File: config.mk
export PLATFORM = sky130hd
export DESIGN_NAME = png_chunk_stream_classifier
export DESIGN_NICKNAME = d
export VERILOG_FILES = /design/src/rtl/pcsc_pkg.sv /design/src/rtl/pcsc_parser.sv /design/src/rtl/png_chunk_stream_classifier.sv
export SDC_FILE = /design/constraint.sdc
export NUM_CORES = 1
export LEC_CHECK = 0
export ABC_AREA = 1
export BUFFER_PORTS_ARGS = -buffer_cell sky130_fd_sc_hd__buf_2
export CAP_MARGIN = 20
export CORE_MARGIN = 2
export CORE_UTILIZATION = 25
export CTS_BUF_LIST = sky130_fd_sc_hd__clkbuf_16
export DETAILED_ROUTE_END_ITERATION = 16
export GPL_TIMING_DRIVEN = 0
export HOLD_SLACK_MARGIN = 0.03
export MAX_ROUTING_LAYER = met4
export PLACE_DENSITY = 0.52
export SYNTH_ARGS = -nofsm -noshare
export SYNTH_HDL_FRONTEND = slang
export SYNTH_SLANG_ARGS = --single-unit
File: constraint.sdc
create_clock -name clk -period 17.11 [get_ports clk]
set_clock_uncertainty 0.15 [all_clocks]
set_input_delay 0.8555 -clock clk [delete_from_list [all_inputs] [get_ports clk]]
set_output_delay 0.8555 -clock clk [all_outputs]
set_load 0.01 [all_outputs]
File: src/rtl/pcsc_pkg.sv
// shared types, codes and constants of the png chunk stream classifier
`default_nettype none
package pcsc_pkg;

  // byte roles
  localparam logic [2:0] CLS_SIG      = 3'd0;
  localparam logic [2:0] CLS_LEN      = 3'd1;
  localparam logic [2:0] CLS_TYPE     = 3'd2;
  localparam logic [2:0] CLS_DATA     = 3'd3;
  localparam logic [2:0] CLS_CRC      = 3'd4;
  localparam logic [2:0] CLS_AFTER    = 3'd5;
  localparam logic [2:0] CLS_REJECTED = 3'd6;

  // parser phases
  localparam logic [2:0] PH_SIG  = 3'd0;
  localparam logic [2:0] PH_LEN  = 3'd1;
  localparam logic [2:0] PH_TYPE = 3'd2;
  localparam logic [2:0] PH_DATA = 3'd3;
  localparam logic [2:0] PH_CRC  = 3'd4;

  localparam logic [31:0] TYPE_IHDR  = 32'h4948_4452;
  localparam logic [31:0] TYPE_IEND  = 32'h4945_4E44;
  localparam int          IHDR_BYTES = 13;
  localparam int          SIG_BYTES  = 8;
  localparam int          OUT_BITS   = 176;

  typedef logic [7:0] byte_t;

  // png file signature
  localparam byte_t SIG_TABLE [SIG_BYTES] = '{
    8'h89, 8'h50, 8'h4E, 8'h47, 8'h0D, 8'h0A, 8'h1A, 8'h0A
  };

  typedef struct packed {
    logic [2:0]  byte_class;
    logic [31:0] chunk_length;
    logic [31:0] chunk_type;
    logic        header_valid;
    logic [31:0] image_width;
    logic [31:0] image_height;
    byte_t       sample_depth;
    byte_t       colour_kind;
    byte_t       compression_method;
    byte_t       filter_method;
    byte_t       interlace_method;
  } pcsc_result_t;

endpackage
`default_nettype wire

File: src/rtl/pcsc_parser.sv
// parser state and per-byte classification logic
`default_nettype none
module pcsc_parser
  import pcsc_pkg::*;
(
  input  wire logic         clk,
  input  wire logic         rst,
  input  wire logic         step,
  input  wire byte_t        data_byte,
  input  wire logic         file_start,
  output pcsc_result_t      result
);

  logic [2:0]  sig_index;
  logic [2:0]  phase;
  logic [31:0] part_counter;
  logic [31:0] length_reg;
  logic [31:0] type_reg;
  logic        header_flag;
  logic        rejected_flag;
  logic        ended_flag;
  byte_t       header_bytes [IHDR_BYTES];

  logic [2:0]  sig_index_cur, sig_index_next;
  logic [2:0]  phase_cur, phase_next;
  logic [31:0] part_counter_cur, part_counter_next, count_inc;
  logic [31:0] length_cur, length_next;
  logic [31:0] type_cur, type_next;
  logic        header_flag_cur, header_flag_next;
  logic        rejected_cur, rejected_next;
  logic        ended_cur, ended_next;
  logic [2:0]  cls;
  logic        hdr_we;
  logic [3:0]  hdr_pos;
  byte_t       hdr_view [IHDR_BYTES];

  always_comb begin
    // a file start byte sees freshly cleared state
    if (file_start) begin
      sig_index_cur    = '0;
      phase_cur        = PH_SIG;
      part_counter_cur = '0;
      length_cur       = '0;
      type_cur         = '0;
      header_flag_cur  = 1'b0;
      rejected_cur     = 1'b0;
      ended_cur        = 1'b0;
    end else begin
      sig_index_cur    = sig_index;
      phase_cur        = phase;
      part_counter_cur = part_counter;
      length_cur       = length_reg;
      type_cur         = type_reg;
      header_flag_cur  = header_flag;
      rejected_cur     = rejected_flag;
      ended_cur        = ended_flag;
    end

    sig_index_next    = sig_index_cur;
    phase_next        = phase_cur;
    part_counter_next = part_counter_cur;
    length_next       = length_cur;
    type_next         = type_cur;
    header_flag_next  = header_flag_cur;
    rejected_next     = rejected_cur;
    ended_next        = ended_cur;
    count_inc         = part_counter_cur + 32'd1;
    hdr_we            = 1'b0;
    hdr_pos           = part_counter_cur[3:0];
    cls               = CLS_REJECTED;

    priority if (rejected_cur) begin
      cls = CLS_REJECTED;
    end else if (ended_cur) begin
      cls = CLS_AFTER;
    end else begin
      unique case (phase_cur)
        PH_SIG: begin
          if (data_byte == SIG_TABLE[sig_index_cur]) begin
            cls            = CLS_SIG;
            sig_index_next = sig_index_cur + 3'd1;
            if (sig_index_cur == 3'(SIG_BYTES - 1)) begin
              phase_next        = PH_LEN;
              part_counter_next = '0;
            end
          end else begin
            cls           = CLS_REJECTED;
            rejected_next = 1'b1;
          end
        end
        PH_LEN: begin
          cls         = CLS_LEN;
          length_next = {length_cur[23:0], data_byte};
          if (count_inc >= 32'd4) begin
            part_counter_next = '0;
            phase_next        = PH_TYPE;
          end else begin
            part_counter_next = count_inc;
          end
        end
        PH_TYPE: begin
          cls       = CLS_TYPE;
          type_next = {type_cur[23:0], data_byte};
          if (count_inc >= 32'd4) begin
            part_counter_next = '0;
            // zero-length chunk goes straight to its crc
            phase_next = (length_cur == 32'd0) ? PH_CRC : PH_DATA;
          end else begin
            part_counter_next = count_inc;
          end
        end
        PH_DATA: begin
          cls = CLS_DATA;
          if (type_cur == TYPE_IHDR && length_cur >= 32'(IHDR_BYTES) &&
              part_counter_cur < 32'(IHDR_BYTES)) begin
            hdr_we = 1'b1;
            if (part_counter_cur == 32'(IHDR_BYTES - 1)) begin
              header_flag_next = 1'b1;
            end
          end
          if (count_inc >= length_cur) begin
            part_counter_next = '0;
            phase_next        = PH_CRC;
          end else begin
            part_counter_next = count_inc;
          end
        end
        PH_CRC: begin
          cls = CLS_CRC;
          if (count_inc >= 32'd4) begin
            part_counter_next = '0;
            if (type_cur == TYPE_IEND) begin
              ended_next = 1'b1;
            end else begin
              phase_next = PH_LEN;
            end
          end else begin
            part_counter_next = count_inc;
          end
        end
        default: begin
          cls           = CLS_REJECTED;
          rejected_next = 1'b1;
        end
      endcase
    end
  end

  // header bytes as they stand after this byte
  always_comb begin
    for (int i = 0; i < IHDR_BYTES; i++) begin
      hdr_view[i] = (hdr_we && hdr_pos == 4'(i)) ? data_byte : header_bytes[i];
    end
  end

  always_comb begin
    result.byte_class   = cls;
    result.chunk_length = length_next;
    result.chunk_type   = type_next;
    result.header_valid = header_flag_next;
    if (header_flag_next) begin
      result.image_width        = {hdr_view[0], hdr_view[1], hdr_view[2], hdr_view[3]};
      result.image_height       = {hdr_view[4], hdr_view[5], hdr_view[6], hdr_view[7]};
      result.sample_depth       = hdr_view[8];
      result.colour_kind        = hdr_view[9];
      result.compression_method = hdr_view[10];
      result.filter_method      = hdr_view[11];
      result.interlace_method   = hdr_view[12];
    end else begin
      result.image_width        = '0;
      result.image_height       = '0;
      result.sample_depth       = '0;
      result.colour_kind        = '0;
      result.compression_method = '0;
      result.filter_method      = '0;
      result.interlace_method   = '0;
    end
  end

  always_ff @(posedge clk) begin
    if (rst) begin
      sig_index     <= '0;
      phase         <= PH_SIG;
      part_counter  <= '0;
      length_reg    <= '0;
      type_reg      <= '0;
      header_flag   <= 1'b0;
      rejected_flag <= 1'b0;
      ended_flag    <= 1'b0;
    end else if (step) begin
      sig_index     <= sig_index_next;
      phase         <= phase_next;
      part_counter  <= part_counter_next;
      length_reg    <= length_next;
      type_reg      <= type_next;
      header_flag   <= header_flag_next;
      rejected_flag <= rejected_next;
      ended_flag    <= ended_next;
    end
  end

  always_ff @(posedge clk) begin
    if (step && hdr_we) begin
      header_bytes[hdr_pos] <= data_byte;
    end
  end

endmodule
`default_nettype wire

File: src/rtl/png_chunk_stream_classifier.sv
// top level of the png chunk stream classifier
`default_nettype none
// Classifies a PNG file streamed in one byte per request and returns one result per byte:
// its role (signature, chunk length, chunk type, chunk data, chunk crc, after IEND or
// rejected), the current chunk's length and type, and the IHDR fields once an IHDR chunk
// of at least 13 data bytes has delivered its 13th byte. A request with tuser set starts a
// new file; the state after reset is that of a new file. A signature mismatch rejects that
// byte and the rest of the file. The block sustains one byte per clock cycle while the
// result side is not stalled; a result is presented once its byte has passed from the
// input register into the result register: the byte is held in an input register, the
// parser updates its state while the byte moves into the result register, and the result
// register holds a finished result while the next byte is already accepted.
module png_chunk_stream_classifier
  import pcsc_pkg::*;
(
  input  wire logic                clk,
  input  wire logic                rst,
  input  wire logic                s_axis_tvalid,
  output      logic                s_axis_tready,
  // [7:0] data_byte
  input  wire logic [7:0]          s_axis_tdata,
  // [0] file_start
  input  wire logic                s_axis_tuser,
  output      logic                m_axis_tvalid,
  input  wire logic                m_axis_tready,
  // [2:0] byte_class, [34:3] chunk_length, [66:35] chunk_type, [67] header_valid,
  // [99:68] image_width, [131:100] image_height, [139:132] sample_depth,
  // [147:140] colour_kind, [155:148] compression_method, [163:156] filter_method,
  // [171:164] interlace_method, [175:172] zero
  output      logic [OUT_BITS-1:0] m_axis_tdata
);

  // input register
  logic         in_valid;
  byte_t        in_byte;
  logic         in_start;

  // parser advances when the held byte can move into the result register
  logic         advance;
  pcsc_result_t step_result;

  assign advance       = in_valid && (!m_axis_tvalid || m_axis_tready);
  assign s_axis_tready = !in_valid || advance;

  always_ff @(posedge clk) begin
    if (rst) begin
      in_valid <= 1'b0;
    end else if (s_axis_tready) begin
      in_valid <= s_axis_tvalid;
    end
  end

  always_ff @(posedge clk) begin
    if (s_axis_tvalid && s_axis_tready) begin
      in_byte  <= s_axis_tdata;
      in_start <= s_axis_tuser;
    end
  end

  pcsc_parser u_parser (
    .clk        (clk),
    .rst        (rst),
    .step       (advance),
    .data_byte  (in_byte),
    .file_start (in_start),
    .result     (step_result)
  );

  // result register
  always_ff @(posedge clk) begin
    if (rst) begin
      m_axis_tvalid <= 1'b0;
    end else if (advance) begin
      m_axis_tvalid <= 1'b1;
    end else if (m_axis_tready) begin
      m_axis_tvalid <= 1'b0;
    end
  end

  always_ff @(posedge clk) begin
    if (advance) begin
      m_axis_tdata <= {4'b0000,
                       step_result.interlace_method,
                       step_result.filter_method,
                       step_result.compression_method,
                       step_result.colour_kind,
                       step_result.sample_depth,
                       step_result.image_height,
                       step_result.image_width,
                       step_result.header_valid,
                       step_result.chunk_type,
                       step_result.chunk_length,
                       step_result.byte_class};
    end
  end

`ifndef SYNTHESIS
  // a signature byte is only seen before any chunk field has been taken in
  assert property (@(posedge clk) disable iff (rst)
    (m_axis_tvalid && m_axis_tdata[2:0] == CLS_SIG) |->
      (!m_axis_tdata[67] && m_axis_tdata[34:3] == 32'd0 && m_axis_tdata[66:35] == 32'd0))
    else $error("signature result carries chunk or header state");

  // rejection only happens in the signature, so no header can be valid
  assert property (@(posedge clk) disable iff (rst)
    (m_axis_tvalid && m_axis_tdata[2:0] == CLS_REJECTED) |-> !m_axis_tdata[67])
    else $error("rejected result with header valid");

  // a byte that moves on always produces a result
  assert property (@(posedge clk) disable iff (rst)
    advance |=> m_axis_tvalid)
    else $error("result lost after parser step");

  // a held byte is not dropped while the result side stalls
  assert property (@(posedge clk) disable iff (rst)
    (in_valid && !advance) |=> (in_valid && $stable(in_byte) && $stable(in_start)))
    else $error("input register changed while stalled");
`endif

endmodule
`default_nettype wire
-- Yosys cells after proc, flatten, opt, wreduce, memory -nomap -nowiden
Memories as Yosys holds them, arrays and structs flattened. A register that Yosys moved wholly into a read port is not among the register bits.
Index checks and enable logic that the tools add are counted.
- register bits after elaboration: 184
- bits in writable memories: 104
- ROM bits: 64
- input bits: 13
- output and inout port bits: 178
- logic and storage cells: 125
- memories: 2
- memories (memory ; words ; width ; read ports ; clocked after memory_dff ; write ports ; line ; text):
    u_parser.header_bytes ; 13 ; 8 ; 13 ; 13 ; 1 ; pcsc_parser.sv:22 ; byte_t header_bytes [IHDR_BYTES];
    (name not given) ; 8 ; 8 ; 1 ; 0 ; 0 ; pcsc_parser.sv:79 ; if (data_byte == SIG_TABLE[sig_index_cur]) begin
- add/subtract/negate cells: 2
- $lt $le $gt $ge: 5
- equal/unequal tests: 9
- multiplexer cells: 63
- bitwise gates (word level): 1
- reduce and logical (&&, ||, !) cells: 28
- operator list (operator ; number):
    $mux 32 ; 15
    $pmux 32 s3 ; 1
    $eq 32x31->1 const B ; 2
    $mux 3 ; 17
    $add 32x1->32 const B ; 1
    $eq 32x4->1 const B ; 1
    $ge 32x3->1 const B ; 1
    $ge 32x32->1 ; 1
    $ge 32x4->1 const B ; 1
    $logic_not 32->1 ; 1
    $lt 32x4->1 const B ; 1
    $pmux 3 s5 ; 2
    $mux 1 ; 24
    $mux 8 ; 2
    $logic_not 1->1 ; 15
    $eq 8x8->1 ; 1
    $eq 3x2->1 const B ; 2
    $eq 3x3->1 const B ; 2
    $logic_and 1x1->1 ; 5
    $ge 4x4->1 const B ; 1
    $not 3->4 ; 1
    $reduce_or 4->1 ; 1
    $add 3x1->3 const B ; 1
    $eq 3x1->1 const B ; 1
    7 further kinds ; 8

-- Longest topological paths before layout
Gate-level depths: netlist of the first run.
- depth in word-level cells: 11
- gate-level depth with buffers: 30
- gate-level depth less buffers: 26

-- Cells and area by module
From an unflattened synthesis of the first run, not the netlist that was laid out.
- cell total of the unflattened synthesis: 2405
- area total of the unflattened synthesis: 20038.0 um^2
- by module, submodules not included (module ; instances ; cells an instance ; area each (um^2) ; seq. area each (um^2)):
    pcsc_parser ; 1 ; 2207 ; 14477.6 ; 5225.0
    png_chunk_stream_classifier ; 1 ; 198 ; 5560.3 ; 5475.3

-- Least setup slack after synthesis of the first run
No wires, ideal clock.
- path type: input to register
- start: input port m_axis_tready
- end: register u_parser.type_reg[29]
- data arrival time: 6864 ps
- required time: 16816 ps
- setup slack: 9952 ps
- stages: 8
- path buffers: 2
- cell sequence: inv_1 > nand2_1 > nand2_1 > inv_1 > clkbuf_1 > clkbuf_1 > o21ai_0 > a21oi_1
- longest elaborated chain between the ends: 2
- ends and longest elaborated chain (element ; line ; text):
    from (decl) ; png_chunk_stream_classifier.sv:25 ; input wire logic m_axis_tready,
    $logic_or 1x1->1 ; png_chunk_stream_classifier.sv:42 ; assign advance = in_valid && (!m_axis_tvalid || m_axis_tready);
    $logic_and 1x1->1 ; png_chunk_stream_classifier.sv:42 ;
    net advance ; png_chunk_stream_classifier.sv:39 ; logic advance;
    to (signal assigned) ; pcsc_parser.sv:195 ; type_reg <= type_next;
    to (decl) ; pcsc_parser.sv:18 ; logic [31:0] type_reg;
The timed path passes the listed nets, and every way through them passes these cells.
A chain may end at the register's enable or synchronous reset.

-- Final worst setup path of the first run
- start: register in_start
- end: register u_parser.part_counter[18]
- longest elaborated chain between the ends: 10
- ends and longest elaborated chain (element ; line ; text):
    from (decl) ; png_chunk_stream_classifier.sv:36 ; logic in_start;
    from (signal assigned) ; png_chunk_stream_classifier.sv:56 ; in_start <= s_axis_tuser;
    branches (longest 9 deep; another with $add 32x1->32) ; -- ;
    $mux 32 * ; pcsc_parser.sv:72 ; priority if (rejected_cur) begin
    to (signal assigned) ; pcsc_parser.sv:193 ; part_counter <= part_counter_next;
    to (decl) ; pcsc_parser.sv:16 ; logic [31:0] part_counter;
Mark *: on every way between the ends. The select of a mux whose other input is x is not followed.

==> run_results.csv, run 1 <==
group,metric,value,unit
critical_path,crit_path_start,"in_start$_DFFE_PP_",
pwr,powerDensity,97.55,mW/mm^2
critical_path,cp-start-kind,"register",
run,maxCapViolCount,0,
yosys,synth_cell_types,46,
clock_tree,clock-sinks,392,
global_routing,grt_busiest_layer,"met2",
cells_and_area,nNetsFinal,2429,
global_routing,grtUsageTotal,16.52,%
pwr,p_leak,9.226,nW
sta,fin_crit,5617,ps
global_routing,grt_pass1_vias,14700,
yosys,synthArstFlopShare,0,%
global_routing,use_met1,21.63,%
yosys,ys_seq_area_share,56.01,%
min_path,hold_path_startpoint,"s_axis_tdata[1]",
clock_tree,cts_setup_buffers,0,
cells_and_area,top_regs,"m_axis_tdata (172), u_parser.header_bytes (104)",
yosys,synth_area,0.01910,mm^2
sta,max_freq,0.1780,GHz
clock_tree,clockBufferDepth,3,
drt,drt_first_iter_violations,1486,
placement,io_buffer_count,185,
critical_path,cpPeakStageDelay,520,ps
placement,dp.cells,3309,
die,die_w,280.4,um
yosys,ys_warn_count,0,
critical_path,required,17460,ps
sta,worst_pin_slew,1038,ps
sta,layout_worst_path_cycle_share,32.83,%
sta,slew_headroom,30.77,%
drt,routed_wl,64570,um
drt,num_vias,15840,
critical_path,r2r_start,"in_start$_DFFE_PP_",
placement,gp_congestion,0.9359,
cells_and_area,layout_commonest_cell,"nand2_1",
drt,antenna_left,0,
cells_and_area,regArea,0.01070,mm^2
pwr,peakVddDrop,0.06024,mV
critical_path,critPathTopFamily,"simple AND/OR/NAND/NOR gates",
sta,rsz0062_at_grt,"no",
global_routing,grt_max_degree,54,
global_routing,grt_use_met2,26.44,%
sta,setup_tns,0,ps
cells_and_area,final_cell_mix,"nand2_1, inv_1, o21ai_0",
global_routing,antenna_found_initial,4,
critical_path,path_buf_inv,8,
sta,drv_slew,0,
clock_tree,htreeDepth,2,
die,io_pins,191,
clock_tree,clock_latency,580,ps
clock_tree,clkTransAtPathRegs,60,ps
critical_path,critPathKind,"reg2reg",
cells_and_area,fillers,8054,
sta,finalHoldViolCount,0,
cells_and_area,synthToLayoutAreaGrowth,18.77,%
cells_and_area,largest_reg_flops,172,
critical_path,slowest_stage,"nor2_1",
clock_tree,holdBufCountCts,0,
clock_tree,root_buffer,"clkbuf_16",
min_path,worstHoldPathType,"in2reg",
critical_path,crit_path_end_kind,"register",
clock_tree,cts_tree,"done",
placement,pre_cts_slack,11530,ps
sta,fin_ws,11490,ps
die,initial_core_util,25.20,%
critical_path,reg2reg_slack,11490,ps
placement,post-dp-hpwl,47010,um
global_routing,grtUsageMet3,2.465,%
cells_and_area,post-route-util,29.93,%
cells_and_area,drive_above_1_share,14.55,%
drt,vias_per_cell,4.677,
yosys,synth_seq_cells,392,
yosys,synth-edff-count,285,
global_routing,grt_pass1_wl,94550,um
cells_and_area,regMostFlops,"m_axis_tdata",
die,row_count,101,
cells_and_area,fin_cells,3387,
critical_path,arrival,5970,ps
die,die_y,280.4,um
clock_tree,numCtsBuffers,42,
global_routing,grt_overflow_total,0,
yosys,avgSynthCellArea,8.927,um^2
yosys,netlist_instances,2140,
cells_and_area,multi_input_area,0.006640,mm^2
die,core,0.07582,mm^2
status,run_status,"finished, final reports clean",
drt,drc,0,
critical_path,critPathMaxFanout,10,
sta,setup_viol,0,
yosys,synth_flop_cell,"edfxtp_1",
drt,dr.pass1.iters,6,
drt,avgRoutedWirePerCell,19.06,um
die,die-area,0.07865,mm^2
clock_tree,cts_resized,0,
==> logic make-up after synthesis <==
logic type	Yosys count	share of synthesized area, %
simple gates	648	14.91
compound gates	622	16.62
buf+inv	426	9.293
flops	392	56.01
fa+ha+maj	41	2.685
xor+xnor	10	0.4584
other cells	1	0.01963
==> worst reg2reg max path: cells and delay by family, from the launching register on <==
family	cells	cell delay (ps)
compound gates	4	550
simple gates	10	2010
flops	1	380
fa+ha+maj	2	590
xor+xnor	1	420
buf+inv	8	1470
==> final timing paths <==
kind                                       endpoint  depth (start not counted)
min reg2reg       u_parser.header_flag$_SDFFE_PP0P_                          2
max          u_parser.part_counter[18]$_SDFFE_PP0P_                         25
min                            in_byte[1]$_DFFE_PP_                          1
max reg2reg  u_parser.part_counter[18]$_SDFFE_PP0P_                         25
==> through the flow <==
| stage | total power, W | area (um^2) | hold WS (ps) |
|---|---|---|---|
| CTS | 0.002232 | 22680 | 288.5 |
| floorplan | 0.001235 | 19120 | 295.4 |
| global route | 0.002292 | 22690 | 304.9 |
| detailed placement | 0.001327 | 21350 | 313.5 |
| finish | 0.002214 | 22690 | 316.1 |
| global placement | 0.001331 | 21270 | 308.5 |
==> Yosys cell counts, types with 2 or more instances <==
cell type / instances / area [um^2]
o31ai_1: 5 / 37.54
edfxtp_1: 285 / 8558
xor2_1: 10 / 87.58
clkinv_1: 2 / 7.510
clkbuf_1: 73 / 274.0
nor4_1: 9 / 56.30
inv_2: 15 / 56.30
nand3_2: 7 / 70.07
a21oi_2: 4 / 35.03
nand4_1: 20 / 125.1
nand3_1: 62 / 310.3
a211oi_1: 4 / 30.03
buf_6: 9 / 101.4
nor2_2: 13 / 81.33
o21ai_0: 300 / 1501
inv_1: 295 / 1107
o21bai_1: 2 / 15.01
o211ai_1: 2 / 15.01
nor3_1: 33 / 165.2
buf_4: 20 / 150.1
a21oi_1: 282 / 1411
and2_1: 4 / 25.02
nor2_4: 8 / 90.09
ha_1: 41 / 513.0
dfxtp_1: 107 / 2142
nand2_1: 305 / 1145
nand2_2: 6 / 37.54
buf_2: 7 / 35.03
buf_1: 2 / 7.510
nor2_1: 174 / 653.1
nand2_4: 2 / 22.52
o21ai_1: 18 / 90.09
==> routing by layer <==
layer	wire (um)	vias to the layer above	share of wire (%)
li1	-	7678	-
met1	28450	7584	44
met2	30380	477	47
met3	3999	101	6.2
met4	1738	0	2.7
met5	0	-	0
==> cell type report <==
| type | count | area share, % |
|---|---|---|
| multi-input combinational | 1325 | 29.26 |
| inverter | 314 | 5.233 |
| tap | 978 | 5.393 |
| sequential | 392 | 47.16 |
| clock buffer | 43 | 4.742 |
| buffer | 112 | 2.608 |
| timing repair buffer | 188 | 4.444 |
| clock inverter | 31 | 1.114 |
| antenna | 4 | 0.04411 |
==> power by group <==
group	internal [W]	leakage [nW]	switching (W)
clock	0.000505	0.653	0.000400
combinational	0.0000649	5.06	0.000163
sequential	0.00106	3.51	0.0000242
total	0.00163	9.23	0.000588
No activity file was read; power rests on OpenSTA's default activity.
==> inputs of run 2 (changes only) <==
==> constraint.sdc (replaced) <==
create_clock -name clk -period 5.7 [get_ports clk]
set_clock_uncertainty 0.15 [all_clocks]
set_input_delay 0.285 -clock clk [delete_from_list [all_inputs] [get_ports clk]]
set_output_delay 0.285 -clock clk [all_outputs]
set_load 0.01 [all_outputs]
==> run 2 against run 1 <==
Core utilization grew 0.25 points. Total power grew to 3.1 times the previous value. Setup slack lost 11000 ps. Combinational power grew to 3.0 times the previous value. Critical path type unchanged. Critical endpoint unchanged. Highest routed layer unchanged.
==> run_results.csv, run 2 (synthesized netlist as in run 1, its figures left out) <==
group,metric,value,unit
status,run_status,"finished, final reports clean",
sta,fin_crit,5157,ps
die,core,0.07582,mm^2
sta,finalHoldViolCount,0,
critical_path,cpPeakStageDelay,380,ps
clock_tree,cts_setup_buffers,0,
critical_path,reg2reg_slack,540,ps
min_path,hold_path_startpoint,"s_axis_tdata[3]",
die,initial_core_util,25.20,%
sta,max_freq,0.1939,GHz
clock_tree,cts_tree,"done",
critical_path,crit_path_cell_trace,"buf_6, buf_6, buf_6, buf_2, nor2_2, ha_1, nand4_2, nor2_4, nand2_1, xor2_2, inv_1, ha_1, inv_1, nor3_1, a211oi_1, nand2_1, a21oi_1, nor2_1, nor2_1, nand2_1, buf_2, nor3_1, o21ai_1, a21oi_1",
clock_tree,clkTransAtPathRegs,60,ps
critical_path,path_buf_inv,7,
pwr,peakVddDrop,0.1891,mV
critical_path,reg2regPathDepth,24,
placement,dp.cells,3307,
global_routing,antenna_found_initial,6,
drt,avgRoutedWirePerCell,19.13,um
sta,setup_tns,0,ps
critical_path,rr_endpoint,"u_parser.part_counter[18]$_SDFFE_PP0P_",
clock_tree,numCtsBuffers,43,
drt,vias_per_cell,4.684,
cells_and_area,final_cell_mix,"nand2_1, o21ai_0, inv_1",
clock_tree,htreeDepth,2,
sta,rsz0062_at_grt,"no",
placement,gp_congestion,0.9288,
placement,io_buffer_count,185,
drt,antenna_left,0,
die,io_pins,191,
critical_path,critPathKind,"reg2reg",
clock_tree,clock-sinks,392,
critical_path,r2r_start,"in_start$_DFFE_PP_",
die,die_w,280.4,um
run,maxCapViolCount,0,
global_routing,grtUsageTotal,16.75,%
cells_and_area,top_regs,"m_axis_tdata (172), u_parser.header_bytes (104)",
cells_and_area,regMostFlops,"m_axis_tdata",
cells_and_area,largest_reg_flops,172,
critical_path,arrival,5540,ps
sta,drv_slew,0,
sta,layout_worst_path_cycle_share,90.48,%
drt,num_vias,15930,
die,die-area,0.07865,mm^2
die,die_y,280.4,um
critical_path,crit_path_end_kind,"register",
critical_path,crit_path_start,"in_start$_DFFE_PP_",
global_routing,grt_pass1_vias,15030,
drt,dr.pass1.iters,5,
critical_path,critPathMaxFanout,19,
min_path,min_path_cells,2,
cells_and_area,nNetsFinal,2438,
global_routing,grt_pass1_wl,96370,um
clock_tree,root_buffer,"clkbuf_16",
min_path,holdPathEnd,"in_byte[3]$_DFFE_PP_",
pwr,powerDensity,299.0,mW/mm^2
drt,drt_first_iter_violations,1316,
min_path,worstHoldPathType,"in2reg",
sta,slew_headroom,32.06,%
cells_and_area,layout_commonest_cell,"nand2_1",
sta,worst_pin_slew,1019,ps
critical_path,critPathTopFamily,"simple AND/OR/NAND/NOR gates",
sta,setup_viol,0,
global_routing,grt_max_degree,100,
critical_path,cp-start-kind,"register",
critical_path,slowest_stage,"edfxtp_1",
drt,routed_wl,65040,um
die,row_count,101,
clock_tree,clock_latency,600,ps
cells_and_area,drive_above_1_share,14.60,%
drt,drc,0,
global_routing,grt_overflow_total,0,
clock_tree,clockBufferDepth,3,
cells_and_area,synthToLayoutAreaGrowth,19.76,%
placement,post-dp-hpwl,47100,um
critical_path,required,6080,ps
pwr,p_leak,9.309,nW
cells_and_area,fin_cells,3400,
run 2: changes by cell type in the layout (fill, tap and decap cells not counted), sizes merged:
cell,before,now
buf,227,224
bufinv,3,6
clkinv,16,19
clkinvlp,6,4
diode,4,5
dlygate4sd3,0,11
run 2: final cells by class:
type,count,area [um^2]
buffer,111,594.3
clock buffer,43,1076
sequential,392,10700
clock inverter,35,371.6
multi-input combinational,1325,6650
inverter,314,1187
timing repair buffer,197,1064
antenna,5,12.51
fill,8032,52940
tap,978,1224
run 2: how the worst max path moves through the flow:
stage	end	slack, ps	depth (start not counted)
after global routing	u_parser.part_counter[9]$_SDFFE_PP0P_	220	24
final	u_parser.part_counter[18]$_SDFFE_PP0P_	540	24
after floorplan	u_parser.part_counter[24]$_SDFFE_PP0P_	1700	27
after detailed placement	u_parser.part_counter[18]$_SDFFE_PP0P_	90	25
after CTS	u_parser.part_counter[18]$_SDFFE_PP0P_	60	25
after global placement	u_parser.type_reg[30]$_SDFFE_PP0P_	-170	9
run 2: worst reg2reg max path: cells and delay by family, from the launching register on:
kind                       cells  cell delay (ps)
AOI/OAI and AO/OA              4              550
xor gates and xnor gates       1              330
adders and majority gates      2              550
buffers and inverters          7             1230
DFF                            1              380
and+or+nand+nor               10             1920
run 2: stage by stage:
step | hold slack, ps | worst slack [ps] | power, W | cell area [um^2] | utilization (%)
floorplan | 233.9 | 1698 | 0.003699 | 19120 | -
global placement | 307.2 | -174.7 | 0.003988 | 21270 | 28.05
detailed placement | 311.6 | 93.06 | 0.003982 | 21300 | 28.10
CTS | 256.8 | 57.91 | 0.006924 | 22860 | 30.15
global route | 283.6 | 222.5 | 0.007104 | 22880 | 30.17
finish | 283.0 | 542.7 | 0.006842 | 22880 | 30.17
run 2: what timing repair did:
item	4_1_cts	5_1_grt
setup endpoints to repair	0	31
hold endpoints to repair	11	0
resized for setup	0	2
hold buffers	11	0
run 2: metal layers:
layer	GRT usage, %	up-vias	share of wire (%)
met5	-	-	0
met4	5.265	0	2.7
met3	2.298	90	5.5
met2	26.56	463	47
met1	22.12	7663	45
li1	-	7710	-
run 2: power breakdown:
part	leakage [nW]	switching, W	internal [W]
sequential	3.51	0.0000726	0.00317
clock	0.712	0.00124	0.00167
combinational	5.09	0.000491	0.000195
==> inputs of run 3 (changes only) <==
--- a/config.mk
+++ b/config.mk
@@ -16,6 +16,7 @@
 export HOLD_SLACK_MARGIN = 0.03
 export MAX_ROUTING_LAYER = met4
 export PLACE_DENSITY = 0.52
+export REMOVE_ABC_BUFFERS = 1
 export SYNTH_ARGS = -nofsm -noshare
 export SYNTH_HDL_FRONTEND = slang
 export SYNTH_SLANG_ARGS = --single-unit
==> run 3 against run 2 <==
Register-to-register slack worse by 290 ps. Worst hold slack worse by 27 ps. Critical path depth down 1. Critical endpoint is now u_parser.part_counter[15]$_SDFFE_PP0P_.
==> run_results.csv, run 3 (synthesized netlist as in run 1, its figures left out) <==
group,metric,value,unit
status,run_status,"finished, final reports clean",
sta,rsz0062_at_grt,"no",
cells_and_area,synthToLayoutAreaGrowth,18.59,%
cells_and_area,fin_cells,3308,
critical_path,critPathMaxFanout,60,
placement,post-dp-hpwl,38950,um
clock_tree,clkTransAtPathRegs,60,ps
drt,drt_first_iter_violations,1300,
critical_path,cpPeakStageDelay,540,ps
cells_and_area,top_regs,"m_axis_tdata (172), u_parser.header_bytes (104)",
cells_and_area,layout_commonest_cell,"inv_1",
clock_tree,cts_setup_buffers,0,
pwr,fin_total_pwr,0.006779,W
clock_tree,htreeDepth,2,
sta,max_freq,0.1836,GHz
sta,fin_crit,5447,ps
critical_path,required,6060,ps
die,io_pins,191,
min_path,worstHoldPathType,"in2reg",
placement,io_buffer_count,186,
global_routing,grtUsageTotal,14.80,%
drt,routed_wl,57920,um
drt,antenna_left,0,
placement,gp_congestion,0.9209,
critical_path,rr_endpoint,"u_parser.part_counter[15]$_SDFFE_PP0P_",
critical_path,critPathKind,"reg2reg",
pwr,powerDensity,299.2,mW/mm^2
drt,drc,0,
drt,vias_per_cell,4.559,
critical_path,crit_path_start,"in_start$_DFFE_PP_",
die,initial_core_util,25.20,%
critical_path,slowest_stage,"edfxtp_1",
clock_tree,root_buffer,"clkbuf_16",
placement,dp.cells,3209,
pwr,p_leak,9.205,nW
critical_path,cp-start-kind,"register",
sta,drv_slew,0,
drt,avgRoutedWirePerCell,17.51,um
global_routing,grt_pass1_vias,13810,
sta,worst_pin_slew,1008,ps
pwr,peakVddDrop,0.2422,mV
cells_and_area,final_cell_mix,"inv_1, nand2_1, o21ai_0",
die,die_y,280.4,um
sta,setup_viol,0,
critical_path,endpoint,"u_parser.part_counter[15]$_SDFFE_PP0P_",
sta,slew_headroom,32.58,%
clock_tree,clock-sinks,392,
clock_tree,cts_tree,"done",
critical_path,reg2regPathDepth,23,
cells_and_area,nNetsFinal,2345,
cells_and_area,largest_reg_flops,172,
critical_path,reg2reg_slack,250,ps
global_routing,antenna_found_initial,1,
global_routing,grt_overflow_total,0,
global_routing,grt_pass1_wl,86260,um
clock_tree,numCtsBuffers,46,
critical_path,arrival,5800,ps
die,die-area,0.07865,mm^2
drt,num_vias,15080,
run,maxCapViolCount,0,
sta,layout_worst_path_cycle_share,95.57,%
die,row_count,101,
critical_path,crit_path_end_kind,"register",
clock_tree,clockBufferDepth,3,
global_routing,grt_max_degree,95,
cells_and_area,drive_above_1_share,14.38,%
clock_tree,clock_latency,600,ps
die,die_w,280.4,um
critical_path,crit_path_cell_trace,"buf_16, buf_16, inv_8, nand2_1, inv_1, ha_1, nand4_2, nor2_4, nand2_1, xor2_1, inv_1, ha_1, inv_1, nor3_1, a211oi_1, nand2_1, a21oi_1, nor2_1, nor2_1, nand2_2, nor3_1, o21ai_1, a21oi_1",
cells_and_area,regMostFlops,"m_axis_tdata",
critical_path,r2r_start,"in_start$_DFFE_PP_",
sta,finalHoldViolCount,0,
drt,dr.pass1.iters,5,
die,core,0.07582,mm^2
run 3: where the power goes:
group	leakage (nW)	switching (W)	internal [W]
sequential	3.51	0.0000755	0.00317
clock	0.746	0.00126	0.00162
combinational	4.95	0.000459	0.000194
run 3: layer usage:
| layer | vias to the layer above | global-route usage (%) | routed length, um | share of wire (%) |
|---|---|---|---|---|
| met5 | - | - | 0 | 0 |
| met4 | 0 | 5.457 | 2053 | 3.5 |
| met3 | 98 | 3.023 | 3588 | 6.2 |
| met2 | 451 | 23.10 | 26720 | 46 |
| met1 | 7000 | 18.93 | 25550 | 44 |
| li1 | 7533 | - | - | - |
run 3: timing repair:
action,CTS,global route
gates resized for setup,0,1
setup endpoints to repair,0,13
endpoints found under the hold margin,13,0
hold buffers,12,0
run 3: worst min path at each step:
stage	startpoint	end	slack, ps	cells past startpoint
finish	s_axis_tdata[5]	in_byte[5]$_DFFE_PP_	260	2
global route	s_axis_tdata[4]	in_byte[4]$_DFFE_PP_	240	2
CTS	s_axis_tdata[7]	in_byte[7]$_DFFE_PP_	210	2
detailed placement	u_parser.header_flag$_SDFFE_PP0P_	u_parser.header_flag$_SDFFE_PP0P_	310	2
global placement	u_parser.header_flag$_SDFFE_PP0P_	u_parser.header_flag$_SDFFE_PP0P_	300	2
floorplan	rst	in_valid$_SDFFE_PP0N_	200	1
run 3: metrics by stage:
step	setup slack [ps]	hold slack [ps]	cell area, um^2	util [%]	setup TNS [ps]
floorplan	-2602	204.1	18530	-	-925530
global placement	-9653	304.9	20680	27.28	-3973270
detailed placement	195.6	308.9	21070	27.79	0
CTS	131.2	208.2	22650	29.87	0
global route	21.47	238.5	22660	29.88	0
finish	252.7	256.5	22660	29.88	0
run 3: critical path, delay by kind of cell (launching register included):
family,cells,cell delay (ps)
buf+inv,6,1060
compound gates,4,610
xor+xnor,1,350
fa+ha+maj,2,470
flops,1,540
simple gates,10,2100
run 3: cell type report:
class,count,area (um^2)
Antenna cell,1,2.502
Clock buffer,46,1151
Clock inverter,40,311.5
Fill cell,7985,53170
Inverter,314,1195
Multi-Input combinational cell,1325,6665
Sequential cell,392,10700
Tap cell,978,1224
Timing Repair Buffer,212,1408
